File: src/sv/fts_pkg.sv
// Package for the frame tag stream scanner: item types, event codes,
// register indexes and the keyword tables. Depends on nothing.
package fts_pkg;

    typedef struct packed {
        logic [7:0] data_byte;
        logic       end_of_input;
    } fts_in_t;

    typedef struct packed {
        logic [2:0]  event_res;
        logic [7:0]  char_out;
        logic [31:0] position;
        logic [5:0]  text_length;
        logic [2:0]  frame_flags;
        logic        unterminated;
    } fts_out_t;

    // Classified byte passed from the front end to the back end.
    typedef struct packed {
        logic       eoi;
        logic [7:0] ch;
        logic       is_lt;
        logic       is_gt;
        logic       is_ws;
        logic       is_sp;
        logic       is_tab;
    } fts_cls_t;

    typedef struct packed {
        logic        en;
        logic [7:0]  index;
        logic [31:0] data;
    } fts_cfg_t;

    localparam logic [7:0] CFG_BASE_OFFSET = 8'd0;
    localparam logic [7:0] CFG_ATTR_EN     = 8'd1;

    localparam logic [2:0] EV_NAME_BYTE   = 3'd0;
    localparam logic [2:0] EV_FRAME_BEGIN = 3'd1;
    localparam logic [2:0] EV_ID_BYTE     = 3'd2;
    localparam logic [2:0] EV_ID_END      = 3'd3;
    localparam logic [2:0] EV_PAR_BYTE    = 3'd4;
    localparam logic [2:0] EV_PAR_END     = 3'd5;
    localparam logic [2:0] EV_FRAME_END   = 3'd6;
    localparam logic [2:0] EV_EOF_NONE    = 3'd7;

    localparam logic [7:0] CH_LT    = 8'h3C;
    localparam logic [7:0] CH_GT    = 8'h3E;
    localparam logic [7:0] CH_COLON = 8'h3A;
    localparam logic [7:0] CH_SEMI  = 8'h3B;
    localparam logic [7:0] CH_SLASH = 8'h2F;
    localparam logic [7:0] CH_F     = 8'h46;
    localparam logic [7:0] CH_SPACE = 8'h20;
    localparam logic [7:0] CH_TAB   = 8'h09;
    localparam logic [7:0] CH_CR    = 8'h0D;
    localparam logic [7:0] CH_LF    = 8'h0A;

    localparam logic [2:0] BEGIN_WORD_LEN = 3'd5;
    localparam logic [2:0] TAG_WORD_LEN   = 3'd6;
    localparam int         KW_COUNT       = 3;

    // "Frame"
    function automatic logic [7:0] begin_char(input logic [2:0] idx);
        case (idx)
            3'd0:    return 8'h46;
            3'd1:    return 8'h72;
            3'd2:    return 8'h61;
            3'd3:    return 8'h6D;
            3'd4:    return 8'h65;
            default: return 8'h00;
        endcase
    endfunction

    // "/Frame"
    function automatic logic [7:0] end_char(input logic [2:0] idx);
        case (idx)
            3'd0:    return 8'h2F;
            3'd1:    return 8'h46;
            3'd2:    return 8'h72;
            3'd3:    return 8'h61;
            3'd4:    return 8'h6D;
            3'd5:    return 8'h65;
            default: return 8'h00;
        endcase
    endfunction

    // "FrAttr"
    function automatic logic [7:0] attr_char(input logic [2:0] idx);
        case (idx)
            3'd0:    return 8'h46;
            3'd1:    return 8'h72;
            3'd2:    return 8'h41;
            3'd3:    return 8'h74;
            3'd4:    return 8'h74;
            3'd5:    return 8'h72;
            default: return 8'h00;
        endcase
    endfunction

    // Keywords "Deleted", "Rename" and "Move".
    function automatic logic [2:0] kw_len(input logic [1:0] k);
        case (k)
            2'd0:    return 3'd7;
            2'd1:    return 3'd6;
            2'd2:    return 3'd4;
            default: return 3'd0;
        endcase
    endfunction

    function automatic logic [7:0] kw_char(input logic [1:0] k, input logic [2:0] idx);
        logic [7:0] c;
        c = 8'h00;
        case (k)
            2'd0: begin
                case (idx)
                    3'd0:    c = 8'h44;
                    3'd1:    c = 8'h65;
                    3'd2:    c = 8'h6C;
                    3'd3:    c = 8'h65;
                    3'd4:    c = 8'h74;
                    3'd5:    c = 8'h65;
                    3'd6:    c = 8'h64;
                    default: c = 8'h00;
                endcase
            end
            2'd1: begin
                case (idx)
                    3'd0:    c = 8'h52;
                    3'd1:    c = 8'h65;
                    3'd2:    c = 8'h6E;
                    3'd3:    c = 8'h61;
                    3'd4:    c = 8'h6D;
                    3'd5:    c = 8'h65;
                    default: c = 8'h00;
                endcase
            end
            2'd2: begin
                case (idx)
                    3'd0:    c = 8'h4D;
                    3'd1:    c = 8'h6F;
                    3'd2:    c = 8'h76;
                    3'd3:    c = 8'h65;
                    default: c = 8'h00;
                endcase
            end
            default: c = 8'h00;
        endcase
        return c;
    endfunction

    // Keywords that no longer match once ch is placed at index idx.
    function automatic logic [2:0] kw_miss(input logic in_range, input logic [2:0] idx,
                                           input logic [7:0] ch);
        logic [2:0] miss;
        miss = 3'b000;
        for (int k = 0; k < KW_COUNT; k++) begin
            miss[k] = !in_range || (idx >= kw_len(2'(k))) || (kw_char(2'(k), idx) != ch);
        end
        return miss;
    endfunction

endpackage

File: src/sv/fts_front.sv
// Front end of the frame tag stream scanner: accepts input items and classifies
// each byte into a register. Depends on fts_pkg.
module fts_front (
    input  logic              aclk,
    input  logic              aresetn,
    input  logic              s_valid,
    output logic              s_ready,
    input  fts_pkg::fts_in_t  s_data,
    output logic              f_valid,
    output fts_pkg::fts_cls_t f_entry,
    input  logic              q_ready
);
    import fts_pkg::*;

    logic     f_valid_reg;
    fts_cls_t f_entry_reg;
    fts_cls_t cls_next;

    assign s_ready = !f_valid_reg || q_ready;
    assign f_valid = f_valid_reg;
    assign f_entry = f_entry_reg;

    always_comb begin
        cls_next.eoi    = s_data.end_of_input;
        cls_next.ch     = s_data.data_byte;
        cls_next.is_lt  = s_data.data_byte == CH_LT;
        cls_next.is_gt  = s_data.data_byte == CH_GT;
        cls_next.is_sp  = s_data.data_byte == CH_SPACE;
        cls_next.is_tab = s_data.data_byte == CH_TAB;
        cls_next.is_ws  = s_data.data_byte inside {CH_SPACE, CH_TAB, CH_CR, CH_LF};
    end

    always_ff @(posedge aclk) begin
        if (!aresetn) begin
            f_valid_reg <= 1'b0;
        end else if (s_ready) begin
            f_valid_reg <= s_valid;
        end
        if (s_valid && s_ready) begin
            f_entry_reg <= cls_next;
        end
    end

endmodule

File: src/sv/fts_queue.sv
// Short queue of classified bytes between the front and back ends of the
// frame tag stream scanner. Depends on fts_pkg.
module fts_queue (
    input  logic              aclk,
    input  logic              aresetn,
    input  logic              push,
    input  fts_pkg::fts_cls_t push_entry,
    output logic              q_ready,
    input  logic              pop,
    output logic              q_valid,
    output fts_pkg::fts_cls_t q_entry
);
    import fts_pkg::*;

    localparam int Depth = 4;
    localparam int AddrW = $clog2(Depth);

    fts_cls_t         slot_reg [Depth];
    logic [AddrW-1:0] wr_ptr_reg;
    logic [AddrW-1:0] rd_ptr_reg;
    logic [AddrW:0]   count_reg;

    assign q_ready = count_reg != (AddrW + 1)'(Depth);
    assign q_valid = count_reg != '0;
    assign q_entry = slot_reg[rd_ptr_reg];

    always_ff @(posedge aclk) begin
        if (!aresetn) begin
            wr_ptr_reg <= '0;
            rd_ptr_reg <= '0;
            count_reg  <= '0;
        end else begin
            if (push) begin
                wr_ptr_reg <= wr_ptr_reg + 1'b1;
            end
            if (pop) begin
                rd_ptr_reg <= rd_ptr_reg + 1'b1;
            end
            if (push && !pop) begin
                count_reg <= count_reg + 1'b1;
            end else if (pop && !push) begin
                count_reg <= count_reg - 1'b1;
            end
        end
        if (push) begin
            slot_reg[wr_ptr_reg] <= push_entry;
        end
    end

endmodule

File: src/sv/fts_back.sv
// Back end of the frame tag stream scanner: the scan state machine, the
// configuration registers and the result register. Depends on fts_pkg.
module fts_back #(
    parameter int NAME_MAX = 64
) (
    input  logic              aclk,
    input  logic              aresetn,
    input  fts_pkg::fts_cfg_t cfg_wr,
    input  logic              q_valid,
    input  fts_pkg::fts_cls_t q_entry,
    output logic              pop,
    output logic              m_valid,
    input  logic              m_ready,
    output fts_pkg::fts_out_t m_data
);
    import fts_pkg::*;

    localparam int LenW = $clog2(NAME_MAX);

    typedef enum logic [4:0] {
        ST_START     = 5'd0,
        ST_TAG_OPEN  = 5'd1,
        ST_BEGIN_CMP = 5'd2,
        ST_BEGIN_OK  = 5'd3,
        ST_NAME_SKIP = 5'd4,
        ST_NAME      = 5'd5,
        ST_IN_FRAME  = 5'd6,
        ST_TAG_IN    = 5'd7,
        ST_END_CMP   = 5'd8,
        ST_ATTR_CMP  = 5'd9,
        ST_ATTR_OK   = 5'd10,
        ST_ID_WAIT   = 5'd11,
        ST_ID        = 5'd12,
        ST_PAR_SKIP  = 5'd13,
        ST_PAR       = 5'd14,
        ST_END_OK    = 5'd15,
        ST_END_SKIP  = 5'd16
    } state_t;

    state_t          state_reg, state_next;
    logic [2:0]      match_reg, match_next;
    logic [LenW-1:0] len_reg, len_next;
    logic [31:0]     pos_reg, pos_next;
    logic [31:0]     begin_pos_reg, begin_pos_next;
    logic [2:0]      flags_reg, flags_next;
    logic [2:0]      kw_reg, kw_next;
    logic [31:0]     base_reg;
    logic            attr_en_reg;
    logic            m_valid_reg;
    fts_out_t        m_data_reg;

    logic            res_valid;
    fts_out_t        res;
    logic            store_ok;
    logic [LenW-1:0] len_inc;
    logic [5:0]      len_sat;
    logic [2:0]      kw_after;
    logic [2:0]      kw_hits;
    logic [2:0]      flags_id;
    logic [7:0]      ch;
    logic [7:0]      ch_ws;

    assign pop     = q_valid && (!m_valid_reg || m_ready);
    assign m_valid = m_valid_reg;
    assign m_data  = m_data_reg;

    always_comb begin
        ch       = q_entry.ch;
        ch_ws    = q_entry.is_ws ? CH_SPACE : q_entry.ch;
        store_ok = len_reg < LenW'(NAME_MAX - 1);
        len_inc  = len_reg + 1'b1;
        len_sat  = (32'(len_reg) > 32'd63) ? 6'd63 : 6'(len_reg);
        kw_after = kw_reg & ~kw_miss(len_reg < LenW'(7), len_reg[2:0], ch);
        for (int k = 0; k < KW_COUNT; k++) begin
            kw_hits[k] = kw_reg[k] && (len_reg == LenW'(kw_len(2'(k))));
        end
        flags_id = flags_reg | kw_hits;

        state_next     = state_reg;
        match_next     = match_reg;
        len_next       = len_reg;
        pos_next       = pos_reg + 32'd1;
        begin_pos_next = begin_pos_reg;
        flags_next     = flags_reg;
        kw_next        = kw_reg;
        res_valid      = 1'b0;
        res            = '0;

        if (q_entry.eoi) begin
            res_valid = 1'b1;
            if (state_reg >= ST_IN_FRAME) begin
                res.event_res    = EV_FRAME_END;
                res.position     = pos_reg;
                res.frame_flags  = flags_reg;
                res.unterminated = 1'b1;
            end else begin
                res.event_res = EV_EOF_NONE;
            end
            state_next = ST_START;
            match_next = '0;
            len_next   = '0;
            kw_next    = 3'b111;
            pos_next   = base_reg;
        end else begin
            case (state_reg)
                ST_START: begin
                    if (q_entry.is_lt) begin
                        begin_pos_next = pos_reg;
                        state_next     = ST_TAG_OPEN;
                    end
                end
                ST_TAG_OPEN: begin
                    if (ch == CH_COLON) begin
                        len_next   = '0;
                        state_next = ST_NAME;
                    end else if (ch == begin_char(3'd0)) begin
                        match_next = 3'd1;
                        state_next = ST_BEGIN_CMP;
                    end else if (!q_entry.is_ws) begin
                        state_next = ST_START;
                    end
                end
                ST_BEGIN_CMP: begin
                    if (match_reg < BEGIN_WORD_LEN && ch == begin_char(match_reg)) begin
                        match_next = match_reg + 3'd1;
                        if (match_reg + 3'd1 == BEGIN_WORD_LEN) begin
                            state_next = ST_BEGIN_OK;
                        end
                    end else begin
                        match_next = '0;
                        state_next = ST_START;
                    end
                end
                ST_BEGIN_OK: begin
                    len_next   = '0;
                    match_next = '0;
                    if (q_entry.is_gt) begin
                        flags_next     = '0;
                        state_next     = ST_IN_FRAME;
                        res_valid      = 1'b1;
                        res.event_res  = EV_FRAME_BEGIN;
                        res.position   = begin_pos_reg;
                    end else if (q_entry.is_ws) begin
                        state_next = ST_NAME_SKIP;
                    end else begin
                        state_next = ST_START;
                    end
                end
                ST_NAME_SKIP, ST_NAME: begin
                    if (q_entry.is_gt) begin
                        flags_next      = '0;
                        state_next      = ST_IN_FRAME;
                        res_valid       = 1'b1;
                        res.event_res   = EV_FRAME_BEGIN;
                        res.position    = begin_pos_reg;
                        res.text_length = len_sat;
                    end else if (state_reg == ST_NAME || !q_entry.is_ws) begin
                        state_next = q_entry.is_ws ? ST_NAME_SKIP : ST_NAME;
                        if (store_ok) begin
                            len_next      = len_inc;
                            res_valid     = 1'b1;
                            res.event_res = EV_NAME_BYTE;
                            res.char_out  = ch_ws;
                        end
                    end
                end
                ST_IN_FRAME: begin
                    if (q_entry.is_lt) begin
                        state_next = ST_TAG_IN;
                    end
                end
                ST_TAG_IN: begin
                    if (ch == CH_SEMI) begin
                        state_next = ST_END_SKIP;
                    end else if (ch == end_char(3'd0)) begin
                        match_next = 3'd1;
                        state_next = ST_END_CMP;
                    end else if (ch == attr_char(3'd0)) begin
                        match_next = 3'd1;
                        state_next = ST_ATTR_CMP;
                    end else if (!q_entry.is_ws) begin
                        state_next = ST_IN_FRAME;
                    end
                end
                ST_END_CMP: begin
                    if (match_reg < TAG_WORD_LEN && ch == end_char(match_reg)) begin
                        match_next = match_reg + 3'd1;
                        if (match_reg + 3'd1 == TAG_WORD_LEN) begin
                            state_next = ST_END_OK;
                        end
                    end else begin
                        match_next = '0;
                        state_next = ST_IN_FRAME;
                    end
                end
                ST_ATTR_CMP: begin
                    if (match_reg < TAG_WORD_LEN && ch == attr_char(match_reg)) begin
                        match_next = match_reg + 3'd1;
                        if (match_reg + 3'd1 == TAG_WORD_LEN) begin
                            state_next = ST_ATTR_OK;
                        end
                    end else begin
                        match_next = '0;
                        state_next = ST_IN_FRAME;
                    end
                end
                ST_ATTR_OK: begin
                    len_next   = '0;
                    match_next = '0;
                    kw_next    = 3'b111;
                    state_next = q_entry.is_sp ? ST_ID_WAIT : ST_IN_FRAME;
                end
                ST_ID_WAIT, ST_ID: begin
                    if (q_entry.is_gt || (state_reg == ST_ID && q_entry.is_ws)) begin
                        if (state_reg == ST_ID) begin
                            state_next = q_entry.is_gt ? ST_IN_FRAME : ST_PAR_SKIP;
                            flags_next = flags_id;
                            len_next   = '0;
                            if (attr_en_reg) begin
                                res_valid       = 1'b1;
                                res.event_res   = EV_ID_END;
                                res.text_length = len_sat;
                                res.frame_flags = flags_id;
                            end
                        end else begin
                            state_next = ST_IN_FRAME;
                        end
                    end else if (state_reg == ST_ID || (!q_entry.is_sp && !q_entry.is_tab)) begin
                        state_next = ST_ID;
                        kw_next    = kw_after;
                        if (store_ok) begin
                            len_next = len_inc;
                            if (attr_en_reg) begin
                                res_valid     = 1'b1;
                                res.event_res = EV_ID_BYTE;
                                res.char_out  = ch;
                            end
                        end
                    end
                end
                ST_PAR_SKIP, ST_PAR: begin
                    if (q_entry.is_gt) begin
                        len_next   = '0;
                        state_next = ST_IN_FRAME;
                        if (attr_en_reg) begin
                            res_valid       = 1'b1;
                            res.event_res   = EV_PAR_END;
                            res.text_length = len_sat;
                        end
                    end else if (state_reg == ST_PAR || !q_entry.is_ws) begin
                        state_next = q_entry.is_ws ? ST_PAR_SKIP : ST_PAR;
                        if (store_ok) begin
                            len_next = len_inc;
                            if (attr_en_reg) begin
                                res_valid     = 1'b1;
                                res.event_res = EV_PAR_BYTE;
                                res.char_out  = ch_ws;
                            end
                        end
                    end
                end
                ST_END_OK, ST_END_SKIP: begin
                    if (q_entry.is_gt) begin
                        state_next      = ST_START;
                        match_next      = '0;
                        res_valid       = 1'b1;
                        res.event_res   = EV_FRAME_END;
                        res.position    = pos_reg;
                        res.frame_flags = flags_reg;
                    end else if (state_reg == ST_END_OK) begin
                        if (q_entry.is_ws) begin
                            state_next = ST_END_SKIP;
                        end else begin
                            match_next = '0;
                            state_next = ST_IN_FRAME;
                        end
                    end
                end
                default: begin
                    state_next = ST_START;
                end
            endcase
        end
    end

    always_ff @(posedge aclk) begin
        if (!aresetn) begin
            state_reg     <= ST_START;
            match_reg     <= '0;
            len_reg       <= '0;
            pos_reg       <= '0;
            begin_pos_reg <= '0;
            flags_reg     <= '0;
            kw_reg        <= 3'b111;
            base_reg      <= '0;
            attr_en_reg   <= 1'b1;
            m_valid_reg   <= 1'b0;
        end else begin
            if (pop) begin
                state_reg     <= state_next;
                match_reg     <= match_next;
                len_reg       <= len_next;
                pos_reg       <= pos_next;
                begin_pos_reg <= begin_pos_next;
                flags_reg     <= flags_next;
                kw_reg        <= kw_next;
            end
            if (cfg_wr.en && cfg_wr.index == CFG_BASE_OFFSET) begin
                base_reg <= cfg_wr.data;
                pos_reg  <= cfg_wr.data;
            end
            if (cfg_wr.en && cfg_wr.index == CFG_ATTR_EN) begin
                attr_en_reg <= cfg_wr.data[0];
            end
            if (pop) begin
                m_valid_reg <= res_valid;
            end else if (m_ready) begin
                m_valid_reg <= 1'b0;
            end
        end
        if (pop && res_valid) begin
            m_data_reg <= res;
        end
    end

endmodule

File: src/sv/frame_tag_stream_scanner.sv
// Frame tag stream scanner, top level. One byte per cycle is sustained while the
// output is not stalled; a result passes through the input register, the queue
// and a scan state step into the result register. The scan state machine takes
// one item per cycle and sets the rate; a four-entry queue separates it from the
// input. Reset (aresetn, synchronous, active low) empties the queue and result
// register and returns the scanner to its start state with base offset zero.
module frame_tag_stream_scanner #(
    parameter int NAME_MAX = 64
) (
    input  logic              aclk,
    input  logic              aresetn,
    input  logic              s_valid,
    output logic              s_ready,
    input  fts_pkg::fts_in_t  s_data,
    output logic              m_valid,
    input  logic              m_ready,
    output fts_pkg::fts_out_t m_data,
    input  logic              cfg_valid,
    output logic              cfg_ready,
    input  logic [7:0]        cfg_index,
    input  logic [31:0]       cfg_data
);
    import fts_pkg::*;

    logic     f_valid;
    fts_cls_t f_entry;
    logic     q_ready;
    logic     q_valid;
    fts_cls_t q_entry;
    logic     pop;
    fts_cfg_t cfg_wr;

    assign cfg_ready    = 1'b1;
    assign cfg_wr.en    = cfg_valid && cfg_ready;
    assign cfg_wr.index = cfg_index;
    assign cfg_wr.data  = cfg_data;

    fts_front u_front (
        .aclk    (aclk),
        .aresetn (aresetn),
        .s_valid (s_valid),
        .s_ready (s_ready),
        .s_data  (s_data),
        .f_valid (f_valid),
        .f_entry (f_entry),
        .q_ready (q_ready)
    );

    fts_queue u_queue (
        .aclk       (aclk),
        .aresetn    (aresetn),
        .push       (f_valid && q_ready),
        .push_entry (f_entry),
        .q_ready    (q_ready),
        .pop        (pop),
        .q_valid    (q_valid),
        .q_entry    (q_entry)
    );

    fts_back #(
        .NAME_MAX (NAME_MAX)
    ) u_back (
        .aclk    (aclk),
        .aresetn (aresetn),
        .cfg_wr  (cfg_wr),
        .q_valid (q_valid),
        .q_entry (q_entry),
        .pop     (pop),
        .m_valid (m_valid),
        .m_ready (m_ready),
        .m_data  (m_data)
    );

    // A full queue must hold at least one item.
    assert property (@(posedge aclk) disable iff (!aresetn) !q_ready |-> q_valid)
        else $error("queue reports full while empty");

    // The scanner never steps while a result is stalled at the output.
    assert property (@(posedge aclk) disable iff (!aresetn) pop |-> (!m_valid || m_ready))
        else $error("scanner stepped over a stalled result");

    // A classified byte that the queue refuses is held for the next cycle.
    assert property (@(posedge aclk) disable iff (!aresetn)
        f_valid && !q_ready |=> f_valid && $stable(f_entry))
        else $error("front end lost an item while the queue was full");

endmodule

File: config.mk
export PLATFORM = sky130hd
export DESIGN_NAME = frame_tag_stream_scanner
export DESIGN_NICKNAME = d
export VERILOG_FILES = /design/src/sv/fts_pkg.sv /design/src/sv/fts_front.sv /design/src/sv/fts_queue.sv /design/src/sv/fts_back.sv /design/src/sv/frame_tag_stream_scanner.sv
export SDC_FILE = /design/constraint.sdc
export NUM_CORES = 1
export LEC_CHECK = 0
export BUFFER_PORTS_ARGS = -buffer_cell sky130_fd_sc_hd__buf_2
export CAP_MARGIN = 5
export CORE_MARGIN = 10
export CORE_UTILIZATION = 40
export DETAILED_ROUTE_END_ITERATION = 6
export PLACE_DENSITY = 0.58
export SYNTH_ARGS = -nofsm -noshare
export SYNTH_HDL_FRONTEND = slang
export SYNTH_HIERARCHICAL = 1
export SYNTH_SLANG_ARGS = --single-unit
export TNS_END_PERCENT = 20
File: constraint.sdc
create_clock -name aclk -period 5.25 [get_ports aclk]
set_input_delay 0.525 -clock aclk [delete_from_list [all_inputs] [get_ports aclk]]
set_output_delay 0.525 -clock aclk [all_outputs]
set_load 0.01 [all_outputs]
==> flow_summary_export.csv, run 1 <==
group,metric,value,unit
worst_setup_path,r2r-end,"u_back/m_data[11]$_DFFE_PP_",
route,wire_per_inst,19.0,um
worst_setup_path,cp-endpoint,"u_back/m_data[11]$_DFFE_PP_",
worst_setup_path,crit_fanout,46,
clock_tree,clk_pin_slew_worst_paths,0.06,ns
floorplanning,start_util,40.8,%
route,vias,10200,
route,viasPerCell,5.66,
logic_synthesis,synth_area_leaders,"edfxtp_1 (29%), dfxtp_1 (20%), nand2_1 (6.4%)",
clock_tree,worst_skew_pair.late_latency,0.55,ns
logic_synthesis,synthFlopType,"dfxtp_1",
global_route,grt-ovfl-total,0,
layout,num_antenna_cells,0,
worst_setup_path,cp-startpoint,"u_back/state_reg[3]$_SDFFE_PN0P_",
logic_synthesis,yosys_warnings,6,
worst_setup_path,worstPathCellList,"nor2b_1 > nand2_1 > or2_1 > a2111oi_1 > nor3_1 > a41oi_4 > buf_12",
layout,final_nets,1466,
placed_design,routabilityCongestion,0.896,
worst_setup_path,max_stage_delay,0.69,ns
worst_setup_path,crit_slowest_cell,"a2111oi_1",
clock_tree,cts_tree,"built",
power_and_ir_drop,power.share.sequential,38.9,%
power_and_ir_drop,p_sw,0.00243,W
clock_tree,clock_sinks,251,
logic_synthesis,synthArstFlopShare,0,%
route,drt_iter0_drc,866,
floorplanning,dieArea,38900,sq um
sta,rsz0062_at_grt,"no",
clock_tree,clock-root-buffer,"clkbuf_16",
placed_design,place_hpwl,23100,um
logic_synthesis,syn_inst,1329,
worst_setup_path,crit_buf_inv,1,
sta,drv_slew,0,
floorplanning,die_y,197,um
worst_setup_path,crit_path_start_kind,"register",
worst_setup_path,crit_family,"simple AND/OR/NAND/NOR gates",
clock_tree,cts_setup_buffers,0,
route,ant_nets,0,
clock_tree,cts-htree-levels,1,
logic_synthesis,synth_cell_types,83,
global_route,first_global_vias,9694,
power_and_ir_drop,clkPwrFrac,30.8,%
worst_setup_path,crit_path_end_kind,"register",
logic_synthesis,syn_area,12600,sq um
worst_setup_path,timing.rr.start,"u_back/state_reg[3]$_SDFFE_PN0P_",
floorplanning,core-area,30800,sq um
sta,skew,0.0167,ns
route,drc_errors,0,
route,drtPass1Iterations,6,
worst_setup_path,reg2reg_slack,1.44,ns
power_and_ir_drop,p_per_area,480,nW/um^2
sta,finalSetupTns,0,ns
worst_setup_path,cp.arrival,4.03,ns
placed_design,dp_slack,1.55,ns
min_path,min_path_type,"primary input to register",
sta,slew-limit-headroom,36.7,%
logic_synthesis,ys_ff_latch,251,
layout,largest_reg_flops,56,
clock_tree,cts_buffer_depth,3,
sta,max_freq,263,MHz
sta,fin_crit,3.81,ns
layout,drive_gt1_share,14.5,%
sta,worstMarginPinSlew,0.948,ns
power_and_ir_drop,p_sw_share,35.1,%
floorplanning,pin_count,110,
sta,timing.final.crit_share,72.5,%
sta,hold_viol_final,0,
global_route,grt_pass1_wl,54000,um
sta,layout_setup_ws,1.44,ns
logic_synthesis,synth_nets,1408,
logic_synthesis,syn_avg_cell_area,9.47,sq um
clock_tree,cts_resized,0,
worst_setup_path,rr_worst_depth,7,
placed_design,port_buffers,108,
clock_tree,cts_hold_buf,0,
power_and_ir_drop,irDropWorstVdd,0.340,mV
logic_synthesis,yosysMostFrequentCell,"nand2_1",
power_and_ir_drop,power.leakage,5.06,nW
layout,syn2layout_area_growth,14.5,%
logic_synthesis,synth_common_cells,"nand2_1 (214), a21oi_1 (154), dfxtp_1 (128)",
worst_setup_path,worstPathRequired,5.48,ns
worst_setup_path,path_depth,7,
logic_synthesis,synth_edf_count,123,
global_route,antenna_found_initial,0,
outcome,outcome,"finished clean",
logic_synthesis,seq_area_frac_synth,49.7,%
worst_setup_path,criticalPathCategory,"register to register",
logic_synthesis,yosysTopAreaCell,"edfxtp_1",
power_and_ir_drop,p_comb_share,30.3,%
job,drv_cap,0,
logic_synthesis,synth_top_area_share,29.4,%
global_route,grt_max_degree,95,
clock_tree,numCtsBuffers,28,
global_route,grt_usage,17.0,%
floorplanning,placementRows,64,
route,wl,34400,um
floorplanning,die_x,197,um
sta,finalSetupViolCount,0,
power_and_ir_drop,intPower,0.00448,W
## power by group through the flow
| stage | clock (W) | sequential [W] | combinational [W] |
|---|---|---|---|
| after floorplan | 0 | 0.00272 | 0.00142 |
| after global placement | 0 | 0.00272 | 0.00207 |
| after detailed placement | 0 | 0.00273 | 0.00210 |
| after CTS | 0.00219 | 0.00269 | 0.00210 |
| after global routing | 0.00227 | 0.00273 | 0.00230 |
| final | 0.00213 | 0.00269 | 0.00210 |
## per-layer routing
layer | track usage (%) | vias to the layer above | routed length (um)
met5 | 0 | - | 0
met4 | 4.39 | 0 | 690
met3 | 2.73 | 49 | 1960
met2 | 27.1 | 297 | 15500
met1 | 23.4 | 4881 | 16200
li1 | - | 4986 | -
## cell families after synthesis
logic type	after synthesis	synth area share, %
other	1	0.0298
xor gates and xnor gates	22	1.53
muxes	29	3.84
AOI/OAI and AO/OA	379	19.3
buffers and inverters	123	4.09
DFF	251	49.7
and+or+nand+nor	499	18.9
adders and majority gates	25	2.55
## metrics by stage
| stage | total power [W] | std cells | utilization, % | hold WS [ns] | cell area [sq um] |
|---|---|---|---|---|---|
| after floorplan | 0.00415 | 1329 | - | 0.432 | 12600 |
| after global placement | 0.00479 | 1753 | 43.4 | 0.437 | 13400 |
| after detailed placement | 0.00482 | 1753 | 43.4 | 0.445 | 13400 |
| after CTS | 0.00698 | 1805 | 46.7 | 0.127 | 14400 |
| after global routing | 0.00730 | 1805 | 46.7 | 0.136 | 14400 |
| final | 0.00691 | 1805 | 46.7 | 0.154 | 14400 |
## layout by cell type (no fill, tap or decap), drive strengths merged, types with 5 or more instances in the layout
master / n
nor4: 15
clkbuf: 36
clkinvlp: 5
nand4: 12
nand2: 214
dfxtp: 128
a211o: 6
clkinv: 9
and4: 5
a22o: 37
xnor2: 13
a31oi: 12
a2111oi: 6
nor2b: 18
o211ai: 7
o22ai: 6
o21a: 9
ha: 24
xor2: 9
buf: 120
nand3: 31
mux2i: 13
and3: 15
edfxtp: 123
nor3: 27
a21oi: 154
or3: 9
o21ai: 61
a211oi: 17
o31ai: 7
a21o: 6
mux4: 14
o221ai: 10
nor2: 83
inv: 29
nand2b: 20
and2: 29
a41oi: 9
## final cells by class
type / count / area [sq um]
flip-flops and latches: 251 / 6260
well taps: 396 / 495
clock buffers: 36 / 823
repair buffers: 120 / 656
inverters: 31 / 116
multi-input cells: 955 / 5860
fillers: 2884 / 16400
clock inverters: 16 / 204
## worst min path at each step
stage / from / endpoint / slack (ns) / cells after the start
after floorplan: u_back/base_reg[29]$_SDFFE_PN0P_ / u_back/base_reg[29]$_SDFFE_PN0P_ / 0.43 / 2
after global placement: u_back/base_reg[29]$_SDFFE_PN0P_ / u_back/base_reg[29]$_SDFFE_PN0P_ / 0.44 / 2
after detailed placement: u_back/base_reg[20]$_SDFFE_PN0P_ / u_back/base_reg[20]$_SDFFE_PN0P_ / 0.45 / 2
after CTS: s_data[0] / u_front/f_entry[13]$_DFFE_PP_ / 0.13 / 1
after global routing: s_data[0] / u_front/f_entry[13]$_DFFE_PP_ / 0.14 / 1
final: s_data[0] / u_front/f_entry[13]$_DFFE_PP_ / 0.15 / 1
Power figures use the tool's default switching activity.
==> inputs of run 2 (changes only) <==
--- a/config.mk
+++ b/config.mk
@@ -10,7 +10,7 @@
 export CORE_MARGIN = 10
 export CORE_UTILIZATION = 40
 export DETAILED_ROUTE_END_ITERATION = 6
-export PLACE_DENSITY = 0.58
+export PLACE_DENSITY = 0.56
 export SYNTH_ARGS = -nofsm -noshare
 export SYNTH_HDL_FRONTEND = slang
 export SYNTH_HIERARCHICAL = 1
==> constraint.sdc (replaced) <==
create_clock -name aclk -period 4 [get_ports aclk]
set_input_delay 0.4 -clock aclk [delete_from_list [all_inputs] [get_ports aclk]]
set_output_delay 0.4 -clock aclk [all_outputs]
set_load 0.01 [all_outputs]
==> run 2 against run 1 <==
Net effect: via count up 1.4%; fmax up 8.9%; first-iteration DRC count up 7.5%; total power up 29%; combinational power up 33%; critical path depth up 1; die area unchanged; register-to-register slack worse by 0.94 ns; routed wire length down 0.92%; final cell count up 1.2%; non-clock buffer count up 21; critical path type unchanged; critical endpoint is now u_back/m_data[26]$_DFFE_PP_.
==> flow_summary_export.csv, run 2 (same netlist as run 1, synthesis figures left out) <==
group,metric,value,unit
placed_design,port_buffers,108,
sta,slew-limit-headroom,41.7,%
route,dr_wl_met3,2150,um
route,wire_per_inst,18.6,um
sta,hold_viol_final,0,
power_and_ir_drop,power.leakage,5.15,nW
sta,drv_slew,0,
floorplanning,die_y,197,um
sta,rsz0062_at_grt,"no",
route,drtPass1Iterations,5,
floorplanning,start_util,40.8,%
clock_tree,cts_resized,0,
power_and_ir_drop,power,0.00894,W
route,viasPerCell,5.67,
route,top_layer,"met4",
clock_tree,cts_buffer_depth,3,
clock_tree,numCtsBuffers,28,
route,ant_nets,0,
sta,skew,0.0259,ns
route,drt_iter0_drc,931,
sta,fin_crit,3.49,ns
layout,final_common_cell,"nand2_1",
layout,syn2layout_area_growth,15.1,%
global_route,antenna_found_initial,0,
layout,num_antenna_cells,0,
power_and_ir_drop,p_per_area,617,nW/um^2
worst_setup_path,crit_path_start_kind,"register",
layout,mostFrequentLayoutCells,"nand2_1 (214), a21oi_1 (154), dfxtp_1 (128)",
sta,finalSetupViolCount,0,
floorplanning,placementRows,64,
global_route,first_global_vias,9722,
clock_tree,worst_skew_pair.late_latency,0.56,ns
route,wl_met2,15300,um
sta,worstMarginPinSlew,0.873,ns
global_route,grt_max_degree,43,
sta,timing.final.crit_share,87.4,%
layout,fin_util,47.0,%
route,met1Wirelength,15800,um
floorplanning,die_x,197,um
worst_setup_path,worstPathRequired,4.17,ns
layout,drive_gt1_share,15.2,%
clock_tree,cts-htree-levels,1,
worst_setup_path,crit_path_end_kind,"register",
route,vias,10400,
clock_tree,cts_tree,"built",
worst_setup_path,crit_fanout,41,
layout,final_nets,1487,
floorplanning,dieArea,38900,sq um
global_route,grt_pass1_wl,54700,um
route,wl,34100,um
global_route,grt_usage,17.0,%
placed_design,routabilityCongestion,0.885,
global_route,grt-ovfl-total,0,
clock_tree,clock-root-buffer,"clkbuf_16",
power_and_ir_drop,irDropWorstVdd,0.365,mV
clock_tree,clock_sinks,251,
sta,finalSetupTns,0,ns
outcome,outcome,"finished clean",
route,drc_errors,0,
floorplanning,core-area,30800,sq um
job,drv_cap,0,
min_path,min_path_type,"primary input to register",
worst_setup_path,criticalPathCategory,"register to register",
floorplanning,pin_count,110,
clock_tree,clk_pin_slew_worst_paths,0.06,ns
sta,max_freq,286,MHz
layout,largest_reg_flops,56,
placed_design,place_hpwl,23800,um
worst_setup_path,cp.arrival,3.67,ns
## run 2: repair_timing
action | CTS | global route
hold endpoints to repair | 1 | 0
endpoints found under the setup margin | 0 | 0
buffers inserted | 0 | 0
hold buffers | 1 | 0
## run 2: layout make-up
class / count / area (sq um)
timing repair buffer: 141 / 803
tap: 396 / 495
clock inverter: 10 / 123
inverter: 31 / 116
fill: 2923 / 16300
sequential: 251 / 6260
clock buffer: 42 / 836
multi-input combinational: 955 / 5850
## run 2: report_power, final
part	internal, W	switching (W)	total [W]
sequential	0.00319	0.000338	0.00352
clock	0.00158	0.00104	0.00262
combinational	0.00101	0.00178	0.00279
total	0.00578	0.00316	0.00894
## run 2: through the flow
stage                     cells  cell area (sq um)  hold WS (ns)  setup WS, ns
after floorplan            1329              12600         0.432        0.0795
after global routing       1826              14500        0.0325         0.290
after CTS                  1826              14500        0.0254         0.485
after detailed placement   1773              13500         0.443         0.540
after global placement     1773              13500         0.438         0.623
final                      1826              14500        0.0505         0.505
## run 2: path summary, 6_finish.rpt
path / start / endpoint / slack (ns) / depth (start not counted)
max: register / u_back/m_data[26]$_DFFE_PP_ / 0.51 / 8
min: s_data[8] / u_front/f_entry[12]$_DFFE_PP_ / 0.05 / 1
max reg2reg: register / u_back/m_data[26]$_DFFE_PP_ / 0.51 / 8
min reg2reg: u_back/base_reg[20]$_SDFFE_PN0P_ / u_back/base_reg[20]$_SDFFE_PN0P_ / 0.45 / 2
## run 2: critical path: stages, from the launching register on
cell and delay, ns:
dfxtp_1 0.32, buf_4 0.24, mux4_1 0.64, nor2_1 0.27, nand2_1 0.10, a2111oi_1 0.65, nor3_1 0.21, a41oi_4 0.19
buf_4 0.47
## run 2: per-layer routing
metal  GRT usage, %  up-vias
li1               -     5021
met1           24.1     4951
met2           26.3      324
met3           2.91       59
met4           4.41        0
met5              0        -
==> inputs of run 3 (changes only) <==
--- a/config.mk
+++ b/config.mk
@@ -10,6 +10,7 @@
 export CORE_MARGIN = 10
 export CORE_UTILIZATION = 40
 export DETAILED_ROUTE_END_ITERATION = 6
+export GPL_TIMING_DRIVEN = 0
 export PLACE_DENSITY = 0.56
 export SYNTH_ARGS = -nofsm -noshare
 export SYNTH_HDL_FRONTEND = slang
==> run 3 against run 2 <==
Net effect: flip-flop and latch count unchanged; clock power down 4%; die area stayed put; sequential share of layout area shrank 0.34 points; hold slack got worse by 0.017 ns; sequential power is essentially flat; non-clock buffer count grew 62; fmax shrank 6.4%; clock skew shrank 0.016 ns; first-iteration DRC count is 3.3% higher; setup slack worse by 0.24 ns; largest cell class unchanged.
==> flow_summary_export.csv, run 3 (same netlist as run 1, synthesis figures left out) <==
group,metric,value,unit
outcome,outcome,"finished clean",
worst_setup_path,cp-endpoint,"u_back/m_data[14]$_DFFE_PP_",
layout,final_common_cell,"nand2_1",
clock_tree,cts_setup_buffers,0,
placed_design,place_area,13700,sq um
sta,worstMarginPinSlew,1.06,ns
layout,regArea,6260,sq um
worst_setup_path,criticalPathCategory,"register to register",
global_route,antenna_found_initial,0,
sta,slew-limit-headroom,28.9,%
route,drc_errors,0,
worst_setup_path,crit_path_end_kind,"register",
min_path,min_path_type,"primary input to register",
route,drt_iter0_drc,962,
worst_setup_path,max_stage_delay,0.87,ns
route,vias,10800,
route,drtPass1Iterations,7,
clock_tree,cts_tree,"built",
sta,rsz0062_at_grt,"no",
route,ant_nets,0,
global_route,first_global_vias,10400,
sta,skew,0.00991,ns
power_and_ir_drop,power,0.00906,W
worst_setup_path,reg2reg_slack,0.27,ns
layout,mostFrequentLayoutCells,"nand2_1 (214), a21oi_1 (154), dfxtp_1 (128)",
sta,hold_viol_final,0,
worst_setup_path,crit_family,"buffers and inverters",
layout,syn2layout_area_growth,16.0,%
layout,fillers,2971,
floorplanning,pin_count,110,
floorplanning,dieArea,38900,sq um
layout,postLayoutCellArea,14600,sq um
floorplanning,die_y,197,um
worst_setup_path,crit_path_start_kind,"register",
worst_setup_path,r2r-end,"u_back/m_data[14]$_DFFE_PP_",
power_and_ir_drop,power.leakage,5.17,nW
route,wire_per_inst,20.0,um
sta,timing.final.crit_share,93.3,%
worst_setup_path,path_depth,8,
clock_tree,cts_hold_buf,0,
sta,max_freq,268,MHz
power_and_ir_drop,irDropWorstVdd,0.381,mV
floorplanning,placementRows,64,
placed_design,port_buffers,108,
layout,multi_input_area,5830,sq um
worst_setup_path,cp.arrival,4.13,ns
sta,fin_crit,3.73,ns
clock_tree,clk_pin_slew_worst_paths,0.06,ns
clock_tree,cts_buffer_depth,3,
global_route,grt_usage,19.0,%
placed_design,place_hpwl,27100,um
sta,drv_slew,0,
clock_tree,cts-htree-levels,1,
clock_tree,numCtsBuffers,29,
layout,drive_gt1_share,13.4,%
floorplanning,start_util,40.8,%
layout,largest_reg_flops,56,
layout,num_antenna_cells,0,
worst_setup_path,rr_worst_depth,8,
min_path,hold_depth,1,
global_route,grt-ovfl-total,0,
floorplanning,die_x,197,um
sta,finalSetupViolCount,0,
worst_setup_path,worstPathRequired,4.40,ns
global_route,grt_pass1_wl,59200,um
route,viasPerCell,5.70,
worst_setup_path,worstPathCellList,"buf_2 > mux4_2 > clkbuf_1 > clkbuf_1 > nand2_1 > o21bai_1 > buf_2 > a22o_1",
clock_tree,cts_resized,0,
worst_setup_path,crit_slowest_cell,"o21bai_1",
clock_tree,clock_sinks,251,
global_route,grt_max_degree,22,
route,wl,37800,um
worst_setup_path,crit_fanout,10,
worst_setup_path,crit_buf_inv,4,
power_and_ir_drop,p_per_area,621,nW/um^2
placed_design,routabilityCongestion,0.924,
job,drv_cap,0,
clock_tree,worst_skew_pair.late_latency,0.54,ns
clock_tree,clock-root-buffer,"clkbuf_16",
layout,final_nets,1550,
floorplanning,core-area,30800,sq um
==> run 3: area by class of cell <==
| class | instances | share of cell area [%] |
|---|---|---|
| Clock buffer | 38 | 5.27 |
| Inverter | 31 | 0.797 |
| Multi-Input combinational cell | 955 | 39.9 |
| Buffer | 92 | 2.73 |
| Clock inverter | 16 | 0.874 |
| Sequential cell | 251 | 42.9 |
| Timing Repair Buffer | 111 | 4.13 |
| Tap cell | 396 | 3.39 |
==> run 3: per-stage QoR <==
stage	hold WS [ns]	TNS [ns]	util [%]	instances	setup WS [ns]
after global routing	0.00742	0	47.3	1890	0.00757
after floorplan	0.432	0	-	1329	0.0795
final	0.0336	0	47.3	1890	0.267
after global placement	0.437	-65.78	44.2	1833	-1.22
after detailed placement	0.443	0	44.4	1835	0.194
after CTS	0.00935	0	47.3	1889	0.192
==> run 3: metal layers <==
| layer | track usage (%) | part of all wire (%) | vias up |
|---|---|---|---|
| met1 | 26.7 | 46 | 5186 |
| met3 | 3.08 | 7.1 | 59 |
| met2 | 29.4 | 45 | 388 |
| li1 | - | - | 5141 |
| met5 | 0 | 0 | - |
| met4 | 5.55 | 2.4 | 0 |
==> run 3: how the worst min path moves through the flow <==
stage	end	start	slack (ns)
finish	u_front/f_entry[13]$_DFFE_PP_	s_data[0]	0.03
global route	u_front/f_entry[13]$_DFFE_PP_	s_data[0]	0.007
CTS	u_front/f_entry[13]$_DFFE_PP_	s_data[0]	0.009
detailed placement	u_back/base_reg[29]$_SDFFE_PN0P_	u_back/base_reg[29]$_SDFFE_PN0P_	0.44
global placement	u_back/base_reg[29]$_SDFFE_PN0P_	u_back/base_reg[29]$_SDFFE_PN0P_	0.44
floorplan	u_back/base_reg[29]$_SDFFE_PN0P_	u_back/base_reg[29]$_SDFFE_PN0P_	0.43
==> run 3: power by group <==
part | leakage [nW] | switching, W | internal (W)
Sequential | 2.20 | 0.000302 | 0.00318
Combinational | 2.52 | 0.00198 | 0.00109
Clock | 0.444 | 0.00103 | 0.00147
==> run 3: worst register-to-register path, stage by stage (launching register included) <==
cell and delay [ns]:
dfxtp_1 0.41, buf_2 0.33, mux4_2 0.27, clkbuf_1 0.37
clkbuf_1 0.48, nand2_1 0.21, o21bai_1 0.87, buf_2 0.45
a22o_1 0.22
